## src/codde_pkg.sv

```systemverilog
// Shared widths, reset values and control/status types for the clock offset
// and drift estimator. No dependencies; every other file imports this package.
`default_nettype none

package codde_pkg;

  localparam int TS_W    = 63;  // timestamp and round trip width
  localparam int OFS_W   = 64;  // signed offset width
  localparam int DRIFT_W = 48;  // drift width (ppm, fixed point)
  localparam int CNT_W   = 32;  // sample counter width
  localparam int CFG_W   = 17;  // smoothing weight register width
  localparam int QUO_W   = DRIFT_W;  // quotient bits kept by the divider

  localparam int WEIGHT_FRAC_BITS_DEF = 16;
  localparam int DRIFT_FRAC_BITS_DEF  = 16;

  localparam logic [CFG_W-1:0] CFG_WEIGHT_RESET = 17'd58982;

  // ppm scale: 10^6 needs 20 bits; |offset delta| * 10^6 needs 84 bits
  localparam int               PPM_W     = 20;
  localparam logic [PPM_W-1:0] PPM_SCALE = 20'd1000000;
  localparam int               MAG_W     = OFS_W + 1;
  localparam int               SCALED_W  = 84;

  localparam logic [DRIFT_W-1:0] DRIFT_MAX = {1'b0, {(DRIFT_W-1){1'b1}}};
  localparam logic [DRIFT_W-1:0] DRIFT_MIN = {1'b1, {(DRIFT_W-1){1'b0}}};

  localparam logic [TS_W-1:0]  RTT_RESET = {TS_W{1'b1}};
  localparam logic [CNT_W-1:0] CNT_MAX   = {CNT_W{1'b1}};

  localparam logic OP_SAMPLE = 1'b0;
  localparam logic OP_CLEAR  = 1'b1;

  typedef struct packed {
    logic load;          // capture input beat
    logic clear;         // restore estimator reset state
    logic rtt;           // round trip
    logic half;          // send + rtt/2
    logic raw;           // raw offset
    logic mul_old;       // weight * old offset
    logic mul_raw;       // (1 - weight) * raw offset
    logic sum;           // blend sum
    logic update;        // commit sample to estimator state
    logic diff;          // offset delta and elapsed peer time
    logic mag;           // magnitude and sign of delta
    logic mul_lo;        // low half of delta * 10^6
    logic mul_hi;        // high half of delta * 10^6
    logic scale;         // combine partial products
    logic div_start;     // launch divider
    logic drift_commit;  // saturate and store drift
    logic emit;          // load result register
    logic emit_acc;      // accepted flag for the result
  } codde_cmd_t;

  typedef struct packed {
    logic op_clear;
    logic rtt_ok;
    logic first;
    logic dt_pos;
    logic div_done;
  } codde_sts_t;

endpackage

`default_nettype wire

```

## src/codde_ctrl.sv

```systemverilog
// Sequencer for the estimator: handshakes, step commands to the datapath,
// result register valid. Uses codde_pkg command and status types.
`default_nettype none

module codde_ctrl import codde_pkg::*; (
  input  wire logic       clk,
  input  wire logic       rst_n,
  input  wire logic       in_valid,
  output logic            in_ready,
  output logic            out_valid,
  input  wire logic       out_ready,
  input  wire codde_sts_t sts,
  output codde_cmd_t      cmd
);

  localparam logic [3:0] ST_IDLE  = 4'd0;
  localparam logic [3:0] ST_PREP  = 4'd1;
  localparam logic [3:0] ST_HALF  = 4'd2;
  localparam logic [3:0] ST_RAW   = 4'd3;
  localparam logic [3:0] ST_MULO  = 4'd4;
  localparam logic [3:0] ST_MULR  = 4'd5;
  localparam logic [3:0] ST_SUM   = 4'd6;
  localparam logic [3:0] ST_UPD   = 4'd7;
  localparam logic [3:0] ST_DIFF  = 4'd8;
  localparam logic [3:0] ST_MAG   = 4'd9;
  localparam logic [3:0] ST_MLO   = 4'd10;
  localparam logic [3:0] ST_MHI   = 4'd11;
  localparam logic [3:0] ST_SCALE = 4'd12;
  localparam logic [3:0] ST_DIVS  = 4'd13;
  localparam logic [3:0] ST_DIVW  = 4'd14;
  localparam logic [3:0] ST_EMIT  = 4'd15;

  logic [3:0] state_r, state_nxt;
  logic       acc_r, acc_nxt;
  logic       out_valid_r, out_valid_nxt;
  logic       out_free;

  assign out_free = !out_valid_r || out_ready;
  assign in_ready = (state_r == ST_IDLE);

  always_comb begin
    state_nxt     = state_r;
    acc_nxt       = acc_r;
    out_valid_nxt = out_valid_r;
    cmd           = '0;
    cmd.emit_acc  = acc_r;

    if (out_valid_r && out_ready) out_valid_nxt = 1'b0;

    case (state_r)
      ST_IDLE: begin
        if (in_valid) begin
          cmd.load  = 1'b1;
          state_nxt = ST_PREP;
        end
      end
      ST_PREP: begin
        if (sts.op_clear) begin
          cmd.clear = 1'b1;
          acc_nxt   = 1'b0;
          state_nxt = ST_EMIT;
        end else if (!sts.rtt_ok) begin
          acc_nxt   = 1'b0;
          state_nxt = ST_EMIT;
        end else begin
          cmd.rtt   = 1'b1;
          acc_nxt   = 1'b1;
          state_nxt = ST_HALF;
        end
      end
      ST_HALF: begin
        cmd.half  = 1'b1;
        state_nxt = ST_RAW;
      end
      ST_RAW: begin
        cmd.raw   = 1'b1;
        state_nxt = ST_MULO;
      end
      ST_MULO: begin
        cmd.mul_old = 1'b1;
        state_nxt   = ST_MULR;
      end
      ST_MULR: begin
        cmd.mul_raw = 1'b1;
        state_nxt   = ST_SUM;
      end
      ST_SUM: begin
        cmd.sum   = 1'b1;
        state_nxt = ST_UPD;
      end
      ST_UPD: begin
        cmd.update = 1'b1;
        // drift only moves on a later sample with peer time past the origin
        state_nxt  = (sts.first || !sts.dt_pos) ? ST_EMIT : ST_DIFF;
      end
      ST_DIFF: begin
        cmd.diff  = 1'b1;
        state_nxt = ST_MAG;
      end
      ST_MAG: begin
        cmd.mag   = 1'b1;
        state_nxt = ST_MLO;
      end
      ST_MLO: begin
        cmd.mul_lo = 1'b1;
        state_nxt  = ST_MHI;
      end
      ST_MHI: begin
        cmd.mul_hi = 1'b1;
        state_nxt  = ST_SCALE;
      end
      ST_SCALE: begin
        cmd.scale = 1'b1;
        state_nxt = ST_DIVS;
      end
      ST_DIVS: begin
        cmd.div_start = 1'b1;
        state_nxt     = ST_DIVW;
      end
      ST_DIVW: begin
        if (sts.div_done) begin
          cmd.drift_commit = 1'b1;
          state_nxt        = ST_EMIT;
        end
      end
      ST_EMIT: begin
        if (out_free) begin
          cmd.emit      = 1'b1;
          out_valid_nxt = 1'b1;
          state_nxt     = ST_IDLE;
        end
      end
      default: state_nxt = ST_IDLE;
    endcase
  end

  always_ff @(posedge clk) begin
    if (!rst_n) begin
      state_r     <= ST_IDLE;
      acc_r       <= 1'b0;
      out_valid_r <= 1'b0;
    end else begin
      state_r     <= state_nxt;
      acc_r       <= acc_nxt;
      out_valid_r <= out_valid_nxt;
    end
  end

  assign out_valid = out_valid_r;

endmodule

`default_nettype wire

```

## config.mk

```make
export PLATFORM = sky130hd
export DESIGN_NAME = codde_ctrl
export DESIGN_NICKNAME = d
export VERILOG_FILES = /design/src/codde_pkg.sv /design/src/codde_ctrl.sv
export SDC_FILE = /design/constraint.sdc
export NUM_CORES = 1
export LEC_CHECK = 0
export BUFFER_PORTS_ARGS = -buffer_cell sky130_fd_sc_hd__buf_2
export CORE_MARGIN = 1
export CORE_UTILIZATION = 35
export DETAILED_ROUTE_END_ITERATION = 8
export PLACE_DENSITY = 0.66
export SYNTH_ARGS = -nofsm -noshare
export SYNTH_HDL_FRONTEND = slang
export SYNTH_SLANG_ARGS = --single-unit
```

## constraint.sdc

```tcl
create_clock -name clk -period 1.85 [get_ports clk]
set_input_delay 0.0925 -clock clk [delete_from_list [all_inputs] [get_ports clk]]
set_output_delay 0.0925 -clock clk [all_outputs]
set_load 0.02 [all_outputs]
```

==> results_dict.tcl <==
set metrics [dict create \
    status "finished clean" \
    min-delay-path-class "primary input to flop" \
    dr.pass1.iters 4 \
    critPathSlowestCell "dfxtp_1" \
    path_buf_inv 1 \
    fin_crit_sh 0.847 \
    r2r_slack_ns 0.39 \
    worstMarginPinSlew_ns 0.458 \
    ant_nets 0 \
    final_util 0.487 \
    power_uw 830 \
    initial_core_util 0.379 \
    use_met1 0.231 \
    areaGrowthSynthToFinish_pct 28.6 \
    htreeDepth 1 \
    min_period_ns 1.57 \
    rsz0062_at_grt "no" \
    dieArea_sq_um 1580 \
    reg2reg_from "state_r[3]$_SDFFE_PN0P_" \
    core_sq_um 1320 \
    pin_count 29 \
    setup_slack_ns 0.284 \
    hpwl_microns 921 \
    diodes 0 \
    use_met3 0.0170 \
    grt_max_degree 15 \
    hold_start "rst_n" \
    r2r_cells 4 \
    required_ns 1.76 \
    worst_clock_skew_ns 0.00146 \
    report.final.hold_viol_count 0 \
    grt_pass1_wl_microns 1850 \
    use_met2 0.262 \
    placementRows 13 \
    clk_path_buf_depth 2 \
    cts_tree "done" \
    seq_area_frac_synth 0.241 \
    hold-path-endpoint "state_r[1]$_SDFFE_PN0P_" \
    cts_hold_buf 0 \
    power_leakage_nw 0.322 \
    nNetsFinal 108 \
    syn_area_sq_um 499 \
    gp_congestion 0.701 \
    r2r-end "state_r[3]$_SDFFE_PN0P_" \
    gr-total-overflow 0 \
    die_h_microns 39.8 \
    cts_resized 0 \
    routedWlPerCell_microns 10.4 \
    post-place-cells 109 \
    crit_arrival_ns 1.47 \
    drc 0 \
    cap_violations 0 \
    fin_cells 112 \
    yosys_warnings 0 \
    slew_headroom 0.694 \
    cts-root-buf "clkbuf_4" \
    port_buffers 28 \
    drive_gt1_frac 0.361 \
    crit_family "flip-flops" \
    routed_via_density 5.01 \
    postLayoutCellArea_sq_um 642 \
    crit_path_max_fanout 14 \
    syn_inst 71 \
    top_usage_layer "met2" \
    cts_sinks 6 \
    setup-violations-final 0 \
    synth_nets 80 \
    grt_usage 0.173 \
    path_depth 3 \
    setup_tns_ns 0 \
    die_w_microns 39.8 \
    post_dp_cell_area_sq_um 619 \
    postCtsSetupRepairBufs 0 \
    holdWs_ns 0.147 \
    initialDrtViolationCount 8 \
    route.vias.total 561 \
    cellPowerDensity_nw_per_um2 1290 \
    grt_pass1_vias 436 \
    critical_path_class "flop to output port" \
    crit_chain "nand2b_1 -> nor4_2 -> buf_2" \
    clk_pin_slew_ns 0.04 \
    cts_buffers 3 \
    grt_antenna_before_repair 0 \
    drv_slew 0 \
    peakVddDrop_mv 0.566 \
    ys_seq_elements 6 \
    clock.fmax_mhz 638 \
    max_stage_delay_ns 0.54 \
    hold_depth 2 \
    start_kind "flop" \
    clock_latency_ns 0.24 \
    avgSynthCellArea_sq_um 7.03 \
    drt-total-wl_microns 1170 \
    end_kind "output port" \
    place_ws_ns 0.393 \
    synthDistinctLibCells 27 \
]
==> synthesized netlist by cell type <==
cell type | instances | area (sq um)
inv_1 | 2 | 7.51
nor3b_2 | 1 | 12.5
buf_4 | 3 | 22.5
and2_1 | 1 | 6.26
o31a_1 | 2 | 17.5
nor3_1 | 6 | 30.0
nor2_4 | 1 | 11.3
nor2b_1 | 3 | 18.8
nand2b_1 | 6 | 37.5
nand3b_1 | 1 | 7.51
o221a_1 | 1 | 11.3
a31oi_1 | 1 | 6.26
a21oi_1 | 4 | 20.0
and3_1 | 1 | 6.26
o31ai_1 | 1 | 7.51
a21o_1 | 1 | 7.51
nand3_1 | 2 | 10.0
o21a_1 | 2 | 15.0
nand2_1 | 6 | 22.5
nand2_2 | 1 | 6.26
buf_6 | 1 | 11.3
xnor2_1 | 1 | 8.76
o21ai_0 | 1 | 5.00
nor2_1 | 14 | 52.6
nor4_2 | 1 | 12.5
buf_2 | 1 | 5.00
dfxtp_1 | 6 | 120
==> per-layer routing <==
layer  vias to the layer above  part of all wire
li1                        293                 -
met3                         2             0.058
met4                         0             0.012
met1                       245              0.48
met5                         -                 0
met2                        21              0.45
==> logic make-up (layout without fill, tap and decap cells) <==
logic type / Yosys count / after routing / share of synthesized area
AO/OA/AOI/OAI: 13 / 13 / 0.180
XOR/XNOR: 1 / 1 / 0.0175
buffers and inverters: 7 / 33 / 0.0927
flip-flops: 6 / 6 / 0.241
AND/OR/NAND/NOR: 44 / 44 / 0.469
==> sequential cells by signal, indices dropped and copies added (netlist names) <==
name       count
state_r        4
acc_r          1
out_valid      1
==> cells in the final DEF (no fill, tap or decap) <==
| master | Yosys | final |
|---|---|---|
| nor2_1 | 14 | 14 |
| and3_1 | 1 | 1 |
| o31ai_1 | 1 | 1 |
| o31a_1 | 2 | 2 |
| xnor2_1 | 1 | 1 |
| nand2_1 | 6 | 6 |
| nand2_2 | 1 | 1 |
| o221a_1 | 1 | 1 |
| buf_2 | 1 | 28 |
| inv_1 | 2 | 2 |
| nor3_1 | 6 | 6 |
| a21oi_1 | 4 | 4 |
| nor3b_2 | 1 | 1 |
| nor4_2 | 1 | 1 |
| o21ai_0 | 1 | 1 |
| a31oi_1 | 1 | 1 |
| nand3b_1 | 1 | 1 |
| o21a_1 | 2 | 2 |
| nand3_1 | 2 | 2 |
| nor2_4 | 1 | 1 |
| nand2b_1 | 6 | 6 |
| a21o_1 | 1 | 1 |
| and2_1 | 1 | 1 |
| nor2b_1 | 3 | 3 |
| clkbuf_4 | 0 | 3 |
| dfxtp_1 | 6 | 6 |
==> cell type report <==
cell class              instances  area (sq um)
flip-flops and latches          6           120
clock buffers                   3          22.5
repair buffers                 28           140
fillers                       133           676
multi-input cells              58           333
well taps                      15          18.8
inverters                       2          7.51
==> worst max path at each step <==
stage | from | to | slack (ns)
after global routing | state_r[0]$_SDFFE_PN0P_ | cmd[15] | 0.14
after CTS | state_r[0]$_SDFFE_PN0P_ | cmd[15] | 0.26
after global placement | state_r[3]$_SDFFE_PN0P_ | state_r[3]$_SDFFE_PN0P_ | 0.44
after floorplan | state_r[3]$_SDFFE_PN0P_ | acc_r$_SDFFE_PN0P_ | 0.56
final | state_r[0]$_SDFFE_PN0P_ | cmd[15] | 0.28
after detailed placement | state_r[3]$_SDFFE_PN0P_ | state_r[3]$_SDFFE_PN0P_ | 0.39
==> power breakdown <==
part / switching, mW / leakage (nW) / internal (mW)
registers: 0.110 / 0.0495 / 0.165
logic: 0.258 / 0.259 / 0.180
clock network: 0.0434 / 0.0138 / 0.0731
total: 0.412 / 0.322 / 0.418
(Power assumes the default switching activity.)
